`src/rtl/core/dbca_pkg.sv`:
```
`default_nettype none

package dbca_pkg;

  localparam int DIGITS       = 6;
  localparam int NUM_W        = 20;
  localparam int BCD_W        = 4 * DIGITS;
  localparam int PTR_W        = $clog2(DIGITS);
  localparam int TICKS_PER_MS = 1000;
  localparam int PRE_W        = $clog2(TICKS_PER_MS);
  localparam int DAB_STEPS    = 5;
  localparam int DAB_STAGES   = NUM_W / DAB_STEPS;

  localparam logic [NUM_W-1:0] NUM_MAX = NUM_W'(999999);

  localparam int THP_W = 10;
  localparam int CNT_W = 16;
  localparam int CFG_IDX_W = 3;

  localparam logic [CFG_IDX_W-1:0] REG_TONE_HALF_PERIOD   = 3'd0;
  localparam logic [CFG_IDX_W-1:0] REG_LONG_BEEP_TOGGLES  = 3'd1;
  localparam logic [CFG_IDX_W-1:0] REG_SHORT_BEEP_TOGGLES = 3'd2;
  localparam logic [CFG_IDX_W-1:0] REG_BEEP_GAP_MS        = 3'd3;
  localparam logic [CFG_IDX_W-1:0] REG_DIGIT_GAP_MS       = 3'd4;

  localparam logic [THP_W-1:0] RST_TONE_HALF_PERIOD   = 10'd122;
  localparam logic [CNT_W-1:0] RST_LONG_BEEP_TOGGLES  = 16'd1000;
  localparam logic [CNT_W-1:0] RST_SHORT_BEEP_TOGGLES = 16'd400;
  localparam logic [CNT_W-1:0] RST_BEEP_GAP_MS        = 16'd500;
  localparam logic [CNT_W-1:0] RST_DIGIT_GAP_MS       = 16'd1000;

  typedef struct packed {
    logic [BCD_W-1:0] bcd;
    logic [NUM_W-1:0] bin;
  } dab_t;

  // DAB_STEPS double-dabble steps: add 3 to any digit of 5 or more, then shift in a bit
  function automatic dab_t dabble(input dab_t din);
    dab_t d;
    d = din;
    for (int s = 0; s < DAB_STEPS; s++) begin
      for (int k = 0; k < DIGITS; k++) begin
        if (d.bcd[4*k +: 4] >= 4'd5) begin
          d.bcd[4*k +: 4] = d.bcd[4*k +: 4] + 4'd3;
        end
      end
      d.bcd = {d.bcd[BCD_W-2:0], d.bin[NUM_W-1]};
      d.bin = {d.bin[NUM_W-2:0], 1'b0};
    end
    return d;
  endfunction

endpackage

`default_nettype wire

```
`src/rtl/core/decimal_beep_code_annunciator_top.sv`:
```
// Beeps a decimal number (0 to 999999, larger values clamped) on a buzzer,
// most significant digit first without leading zeros; zero is one long beep,
// a digit d is d short beeps each followed by a beep gap, and digits are
// separated by a digit gap. Each input beat is either a start (action 1) or
// one microsecond tick (action 0); a start while busy is ignored and is not
// a tick. One result beat follows every input beat, in order. An input beat
// can be taken every clock while the result side does not stall; a result
// passes the four-stage binary-to-decimal pipeline ahead of the sequencer.
// Configuration must be written only while idle; the block does not check.
`default_nettype none

module decimal_beep_code_annunciator_top
  import dbca_pkg::*;
(
  input  wire                  clk,
  input  wire                  rst,
  input  wire                  in_valid,
  output logic                 in_stall,
  input  wire                  action,
  input  wire  [NUM_W-1:0]     number,
  output logic                 out_valid,
  input  wire                  out_stall,
  output logic                 buzzer_out,
  output logic                 led_out,
  output logic                 busy_res,
  input  wire                  wr_en,
  input  wire  [CFG_IDX_W-1:0] wr_index,
  input  wire  [CNT_W-1:0]     wr_data
);

  localparam logic [1:0] PH_IDLE      = 2'd0;
  localparam logic [1:0] PH_BEEP      = 2'd1;
  localparam logic [1:0] PH_BEEP_GAP  = 2'd2;
  localparam logic [1:0] PH_DIGIT_GAP = 2'd3;

  // configuration
  logic [THP_W-1:0] tone_half_period;
  logic [CNT_W-1:0] long_beep_toggles;
  logic [CNT_W-1:0] short_beep_toggles;
  logic [CNT_W-1:0] beep_gap_ms;
  logic [CNT_W-1:0] digit_gap_ms;

  always_ff @(posedge clk) begin
    if (rst) begin
      tone_half_period   <= RST_TONE_HALF_PERIOD;
      long_beep_toggles  <= RST_LONG_BEEP_TOGGLES;
      short_beep_toggles <= RST_SHORT_BEEP_TOGGLES;
      beep_gap_ms        <= RST_BEEP_GAP_MS;
      digit_gap_ms       <= RST_DIGIT_GAP_MS;
    end else if (wr_en) begin
      unique case (wr_index)
        REG_TONE_HALF_PERIOD:   tone_half_period   <= wr_data[THP_W-1:0];
        REG_LONG_BEEP_TOGGLES:  long_beep_toggles  <= wr_data;
        REG_SHORT_BEEP_TOGGLES: short_beep_toggles <= wr_data;
        REG_BEEP_GAP_MS:        beep_gap_ms        <= wr_data;
        REG_DIGIT_GAP_MS:       digit_gap_ms       <= wr_data;
        default: ;
      endcase
    end
  end

  // decimal conversion pipeline
  logic vld [DAB_STAGES+1];
  logic act [DAB_STAGES+1];
  dab_t dab [DAB_STAGES+1];
  logic move [DAB_STAGES+1];
  logic free [DAB_STAGES+2];
  logic out_ready;
  logic in_accept;

  assign out_ready = !out_valid || !out_stall;

  always_comb begin
    free[DAB_STAGES+1] = out_ready;
    for (int i = DAB_STAGES; i >= 0; i--) begin
      move[i] = vld[i] && free[i+1];
      free[i] = !vld[i] || move[i];
    end
  end

  assign in_stall  = !free[0];
  assign in_accept = in_valid && !in_stall;

  always_ff @(posedge clk) begin
    if (rst) begin
      for (int i = 0; i <= DAB_STAGES; i++) begin
        vld[i] <= 1'b0;
      end
    end else begin
      if (in_accept) begin
        vld[0] <= 1'b1;
      end else if (move[0]) begin
        vld[0] <= 1'b0;
      end
      for (int i = 1; i <= DAB_STAGES; i++) begin
        if (move[i-1]) begin
          vld[i] <= 1'b1;
        end else if (move[i]) begin
          vld[i] <= 1'b0;
        end
      end
    end
  end

  always_ff @(posedge clk) begin
    if (in_accept) begin
      act[0]     <= action;
      dab[0].bcd <= '0;
      dab[0].bin <= (number > NUM_MAX) ? NUM_MAX : number;
    end
    for (int i = 1; i <= DAB_STAGES; i++) begin
      if (move[i-1]) begin
        act[i] <= act[i-1];
        dab[i] <= dabble(dab[i-1]);
      end
    end
  end

  // sequencer
  logic             fire;
  logic [3:0]       digit_store [DIGITS];
  logic [PTR_W-1:0] digit_pointer;
  logic [3:0]       beeps_left;
  logic [CNT_W-1:0] toggles_left;
  logic [THP_W-1:0] tone_counter;
  logic [PRE_W-1:0] ms_prescaler;
  logic [CNT_W-1:0] gap_ms_left;
  logic [1:0]       phase;
  logic             buzzer_level;
  logic             led_level;

  logic [3:0]       digit_store_next [DIGITS];
  logic [PTR_W-1:0] digit_pointer_next;
  logic [3:0]       beeps_left_next;
  logic [CNT_W-1:0] toggles_left_next;
  logic [THP_W-1:0] tone_counter_next;
  logic [PRE_W-1:0] ms_prescaler_next;
  logic [CNT_W-1:0] gap_ms_left_next;
  logic [1:0]       phase_next;
  logic             buzzer_level_next;
  logic             led_level_next;

  logic [PTR_W-1:0] new_ptr;
  logic [3:0]       new_digit;
  logic [3:0]       cur_digit;
  logic [THP_W-1:0] tc_dec;
  logic [THP_W-1:0] thp_eff;
  logic             gap_open;
  logic [PRE_W-1:0] pre_step;
  logic [CNT_W-1:0] gap_step;

  assign fire = move[DAB_STAGES];

  always_comb begin
    new_ptr = '0;
    for (int k = 0; k < DIGITS; k++) begin
      if (dab[DAB_STAGES].bcd[4*k +: 4] != 4'd0) begin
        new_ptr = PTR_W'(k);
      end
    end
  end

  assign new_digit = dab[DAB_STAGES].bcd[4*new_ptr +: 4];
  assign cur_digit = digit_store[digit_pointer];
  assign tc_dec    = (tone_counter != '0) ? tone_counter - 1'b1 : '0;
  assign thp_eff   = (tone_half_period == '0) ? THP_W'(1) : tone_half_period;
  assign gap_open  = (gap_ms_left != '0);

  always_comb begin
    if (ms_prescaler == PRE_W'(TICKS_PER_MS - 1)) begin
      pre_step = '0;
      gap_step = gap_ms_left - 1'b1;
    end else begin
      pre_step = ms_prescaler + 1'b1;
      gap_step = gap_ms_left;
    end
  end

  always_comb begin
    digit_store_next   = digit_store;
    digit_pointer_next = digit_pointer;
    beeps_left_next    = beeps_left;
    toggles_left_next  = toggles_left;
    tone_counter_next  = tone_counter;
    ms_prescaler_next  = ms_prescaler;
    gap_ms_left_next   = gap_ms_left;
    phase_next         = phase;
    buzzer_level_next  = buzzer_level;
    led_level_next     = led_level;

    if (act[DAB_STAGES]) begin
      if (phase == PH_IDLE) begin
        for (int k = 0; k < DIGITS; k++) begin
          digit_store_next[k] = dab[DAB_STAGES].bcd[4*k +: 4];
        end
        digit_pointer_next = new_ptr;
        beeps_left_next    = new_digit;
        toggles_left_next  = (new_digit == 4'd0) ? long_beep_toggles : short_beep_toggles;
        tone_counter_next  = '0;
        buzzer_level_next  = 1'b0;
        led_level_next     = 1'b1;
        phase_next         = PH_BEEP;
      end
    end else begin
      unique case (phase)
        PH_BEEP: begin
          if (tc_dec == '0) begin
            if (toggles_left != '0) begin
              buzzer_level_next = !buzzer_level;
              toggles_left_next = toggles_left - 1'b1;
              tone_counter_next = thp_eff;
            end else begin
              tone_counter_next = '0;
              buzzer_level_next = 1'b0;
              led_level_next    = 1'b0;
              if (cur_digit == 4'd0) begin
                if (digit_pointer == '0) begin
                  phase_next = PH_IDLE;
                end else begin
                  digit_pointer_next = digit_pointer - 1'b1;
                  gap_ms_left_next   = digit_gap_ms;
                  ms_prescaler_next  = '0;
                  phase_next         = PH_DIGIT_GAP;
                end
              end else begin
                if (beeps_left != 4'd0) begin
                  beeps_left_next = beeps_left - 1'b1;
                end
                gap_ms_left_next  = beep_gap_ms;
                ms_prescaler_next = '0;
                phase_next        = PH_BEEP_GAP;
              end
            end
          end else begin
            tone_counter_next = tc_dec;
          end
        end
        PH_BEEP_GAP: begin
          if (gap_open) begin
            ms_prescaler_next = pre_step;
            gap_ms_left_next  = gap_step;
          end else if (beeps_left != 4'd0) begin
            toggles_left_next = short_beep_toggles;
            tone_counter_next = '0;
            buzzer_level_next = 1'b0;
            led_level_next    = 1'b1;
            phase_next        = PH_BEEP;
          end else if (digit_pointer == '0) begin
            phase_next = PH_IDLE;
          end else begin
            digit_pointer_next = digit_pointer - 1'b1;
            gap_ms_left_next   = digit_gap_ms;
            ms_prescaler_next  = '0;
            phase_next         = PH_DIGIT_GAP;
          end
        end
        PH_DIGIT_GAP: begin
          if (gap_open) begin
            ms_prescaler_next = pre_step;
            gap_ms_left_next  = gap_step;
          end else begin
            beeps_left_next   = cur_digit;
            toggles_left_next = (cur_digit == 4'd0) ? long_beep_toggles : short_beep_toggles;
            tone_counter_next = '0;
            buzzer_level_next = 1'b0;
            led_level_next    = 1'b1;
            phase_next        = PH_BEEP;
          end
        end
        default: phase_next = PH_IDLE;
      endcase
    end
  end

  always_ff @(posedge clk) begin
    if (rst) begin
      for (int k = 0; k < DIGITS; k++) begin
        digit_store[k] <= 4'd0;
      end
      digit_pointer <= '0;
      beeps_left    <= '0;
      toggles_left  <= '0;
      tone_counter  <= '0;
      ms_prescaler  <= '0;
      gap_ms_left   <= '0;
      phase         <= PH_IDLE;
      buzzer_level  <= 1'b0;
      led_level     <= 1'b0;
      out_valid     <= 1'b0;
    end else begin
      if (fire) begin
        digit_store   <= digit_store_next;
        digit_pointer <= digit_pointer_next;
        beeps_left    <= beeps_left_next;
        toggles_left  <= toggles_left_next;
        tone_counter  <= tone_counter_next;
        ms_prescaler  <= ms_prescaler_next;
        gap_ms_left   <= gap_ms_left_next;
        phase         <= phase_next;
        buzzer_level  <= buzzer_level_next;
        led_level     <= led_level_next;
        out_valid     <= 1'b1;
      end else if (!out_stall) begin
        out_valid <= 1'b0;
      end
    end
  end

  assign buzzer_out = buzzer_level;
  assign led_out    = led_level;
  assign busy_res   = (phase != PH_IDLE);

  a_led_tracks_beep: assert property (@(posedge clk) disable iff (rst)
    led_level == (phase == PH_BEEP))
    else $error("led level out of step with beep phase");

  a_quiet_when_idle: assert property (@(posedge clk) disable iff (rst)
    !busy_res |-> !buzzer_out && !led_out)
    else $error("buzzer or led active while idle");

  a_hold_on_stall: assert property (@(posedge clk) disable iff (rst)
    out_valid && out_stall |=> $stable(phase) && $stable(digit_pointer) && $stable(toggles_left))
    else $error("sequencer moved while result beat stalled");

  a_pointer_range: assert property (@(posedge clk) disable iff (rst)
    digit_pointer < PTR_W'(DIGITS))
    else $error("digit pointer beyond digit store");

  a_accept_when_empty: assert property (@(posedge clk) disable iff (rst)
    !vld[0] |-> !in_stall)
    else $error("input stalled with empty front stage");

endmodule

`default_nettype wire

```
`config.mk`:
```
export PLATFORM = sky130hd
export DESIGN_NAME = decimal_beep_code_annunciator_top
export DESIGN_NICKNAME = d
export VERILOG_FILES = /design/src/rtl/core/dbca_pkg.sv /design/src/rtl/core/decimal_beep_code_annunciator_top.sv
export SDC_FILE = /design/constraint.sdc
export NUM_CORES = 1
export LEC_CHECK = 0
export BUFFER_PORTS_ARGS = -buffer_cell sky130_fd_sc_hd__buf_2
export CAP_MARGIN = 5
export CORE_MARGIN = 3
export CORE_UTILIZATION = 33
export CTS_BUF_LIST = sky130_fd_sc_hd__clkbuf_4 sky130_fd_sc_hd__clkbuf_8
export DETAILED_ROUTE_END_ITERATION = 10
export MAX_ROUTING_LAYER = met4
export PLACE_DENSITY_LB_ADDON = 0.08
export SETUP_SLACK_MARGIN = 0.2
export SYNTH_ARGS = -nofsm -noshare
export SYNTH_HDL_FRONTEND = slang
export SYNTH_SLANG_ARGS = --single-unit
```
`constraint.sdc`:
```
create_clock -name clk -period 6.6 [get_ports clk]
set_clock_uncertainty 0.15 [all_clocks]
set_input_delay 0.66 -clock clk [delete_from_list [all_inputs] [get_ports clk]]
set_output_delay 0.66 -clock clk [all_outputs]
set_load 0.01 [all_outputs]
```
==> out/results.ini <==
[floorplan]
die-area_sq_mm = 0.0579
die_w_microns = 241
fp-row-count = 85
ioPinCount = 50
die_h_microns = 241
core_sq_mm = 0.0541
start_util_pct = 33.6

[placement]
gp_congestion = 0.780
dpl.cell_count = 2857
postPlaceCellArea_sq_mm = 0.0190
portBuffers = 49
hpwl_microns = 33600

[clock_network]
h-tree-depth = 2
cts_tree = built
post-cts-setup-buffers = 0
clock_sinks = 284
clk_latency_ns = 0.66
cts_inserted_buffers = 54
root_buffer = clkbuf_8
clk_pin_slew_ns = 0.06
clock_path_buffers = 3

[route]
ant_nets = 0
routed_wl_microns = 48000
avgRoutedWirePerCell_microns = 16.2
drc_errors = 0
avgViaCountPerCell = 5.35
drtPass1Iterations = 7
initialDrtViolationCount = 1097
vias = 15834

[final_layout]
final_cells = 2962
final_cell_mix = 343 x nand2_1, 228 x a21oi_1, 178 x nor2_1
n_fill_cell = 5506
final_util_pct = 37.3
finish.instance_area_sq_mm = 0.0202
area_delta_synth_final_pct = 11.3
multi_input_area_sq_mm = 0.0105
finish.net_count = 2328
seq_area_sq_mm = 0.00690
layout_commonest_cell = nand2_1
drive_gt1_share_pct = 10.6

[yosys]
synth_seq_cells = 284
syn-cell-area_sq_mm = 0.0182
synth_area_per_cell_sq_um = 8.28
async_flop_share_pct = 0
yosysWarnings = 0
ys_seq_area_share_pct = 38.0
synthesis.nets = 2302
synth_cell_type_count = 91
synth-main-ff-cell = dfxtp_1
syn_inst = 2194
synth_edf_count = 121

[worst_setup_path]
worstSetupStartpointType = flop
crit_type = reg2reg
worstPathMaxFanout = 9
critPathCaptureType = flop
cpPeakStageDelay_ns = 0.48
slowest_stage = edfxtp_1
required_ns = 6.81
worstPathArrival_ns = 6.09

[timing]
rsz0062_at_grt = no
max_freq_mhz = 170
tns_ns = 0
setup_viol_count_final = 0
worst_pin_slew_ns = 1.04
final.min_clock_period_ns = 5.87
finalCritPeriodShare_pct = 89.0
maxSlewHeadroom_pct = 30.2
finalHoldViolations = 0
slew_viol_final = 0

[job]
drv_cap = 0

[grt]
grt_usage_pct = 16.9
overflow = 0
grt_max_degree = 77
grt_pass1_vias = 14987
antenna_found_initial = 1
grt_pass1_wl_microns = 77800

[outcome]
status = finished, final reports clean

[min_path]
hold_class = in2reg

layer usage:
layer	track usage (%)	routed length, microns	vias up	share of wire (%)
met5	-	0	-	0
met4	3.92	882	0	1.8
met3	2.56	1650	58	3.4
met2	27.1	21900	231	46
met1	22.5	23600	7478	49
li1	-	-	8067	-
metrics by stage:
step                setup WS (ns)  hold slack [ns]
floorplan                    1.43            0.250
global placement             1.12            0.252
detailed placement          0.755            0.255
CTS                         0.753          0.00631
global route                0.297          0.00977
finish                      0.726           0.0746
path summary, 6_finish.rpt:
path,start,to,slack (ns),cells past startpoint
worst max-delay path,dab[0][168],dab[0][218],0.73,25
worst min register to register,act[0][3],act[0][4],0.24,0
worst min-delay path,number[19],dab[0][19],0.07,1
worst max register to register,dab[0][168],dab[0][218],0.73,25
worst max-delay path, delay by kind of cell (launching register included):
| kind | cells | cell delay, ns |
|---|---|---|
| compound gates | 9 | 2.13 |
| fa+ha+maj | 5 | 1.21 |
| xor+xnor | 2 | 0.52 |
| flops | 1 | 0.48 |
| buf+inv | 5 | 0.45 |
| mux | 2 | 0.39 |
| simple gates | 2 | 0.28 |
kinds of logic (layout without fill, tap and decap cells):
logic type | after synthesis | in the layout | synth area share (%)
compound gates | 689 | 689 | 24.1
fa+ha+maj | 64 | 64 | 4.39
buf+inv | 195 | 266 | 4.24
mux | 83 | 83 | 5.00
flops | 284 | 284 | 38.0
other cells | 0 | 1 | 0
simple gates | 813 | 813 | 21.1
xor+xnor | 66 | 66 | 3.26
cell usage after synthesis (9+ instances only):
| cell | n | area share, % |
|---|---|---|
| nand2_1 | 343 | 7.1 |
| nand3_1 | 28 | 0.77 |
| o22ai_1 | 19 | 0.65 |
| a222oi_1 | 13 | 0.72 |
| a21boi_0 | 13 | 0.54 |
| o211ai_1 | 14 | 0.58 |
| nor3b_1 | 17 | 0.70 |
| and2_1 | 18 | 0.62 |
| xnor2_1 | 40 | 1.9 |
| a22oi_1 | 20 | 0.83 |
| xor2_1 | 24 | 1.2 |
| nor4_1 | 13 | 0.45 |
| mux2i_1 | 57 | 3.1 |
| ha_1 | 63 | 4.3 |
| o31ai_1 | 9 | 0.37 |
| nor2b_1 | 17 | 0.59 |
| or2_2 | 9 | 0.31 |
| nor3_1 | 53 | 1.5 |
| a21o_1 | 14 | 0.58 |
| mux2_2 | 22 | 1.4 |
| a211oi_1 | 46 | 1.9 |
| edfxtp_1 | 121 | 20 |
| nand3b_1 | 32 | 1.3 |
| and3_1 | 18 | 0.62 |
| a221o_1 | 10 | 0.55 |
| o21ai_0 | 142 | 3.9 |
| inv_1 | 95 | 2.0 |
| nand2b_1 | 47 | 1.6 |
| dfxtp_1 | 163 | 18 |
| a31oi_1 | 27 | 0.93 |
| o21ai_1 | 13 | 0.36 |
| clkbuf_1 | 87 | 1.8 |
| o21bai_1 | 10 | 0.41 |
| a21oi_1 | 231 | 6.4 |
| nor2_1 | 179 | 3.7 |
| o21a_1 | 18 | 0.74 |
flip-flops by register name, summed over array words and instances (netlist names):
| signal | cells |
|---|---|
| dab | 112 |
| digit_store | 24 |
| beep_gap_ms | 16 |
| digit_gap_ms | 16 |
| gap_ms_left | 16 |
| long_beep_toggles | 16 |
| short_beep_toggles | 16 |
| toggles_left | 16 |
| ms_prescaler | 10 |
| tone_counter | 10 |
| tone_half_period | 10 |
| act | 5 |
| vld | 5 |
| beeps_left | 4 |
| digit_pointer | 3 |
| phase | 2 |
| buzzer_out | 1 |
| led_out | 1 |
| out_valid | 1 |
final cells by class:
class / instances / share of cell area, %
well taps: 696 / 4.31
diodes: 1 / 0.0124
clock inverters: 18 / 0.569
clock buffers: 83 / 5.09
flip-flops and latches: 284 / 34.1
repair buffers: 69 / 2.01
inverters: 96 / 1.78
multi-input cells: 1715 / 52.1
timing repair:
| item | CTS | global route |
|---|---|---|
| gates resized for setup | 0 | 1 |
| setup endpoints to repair | 0 | 2 |
| hold buffers | 3 | 0 |
| hold endpoints to repair | 3 | 0 |
Power is left out: the tool's default activity adds up to more than one toggle a clock period on the data nets, which glitch-free logic cannot reach.
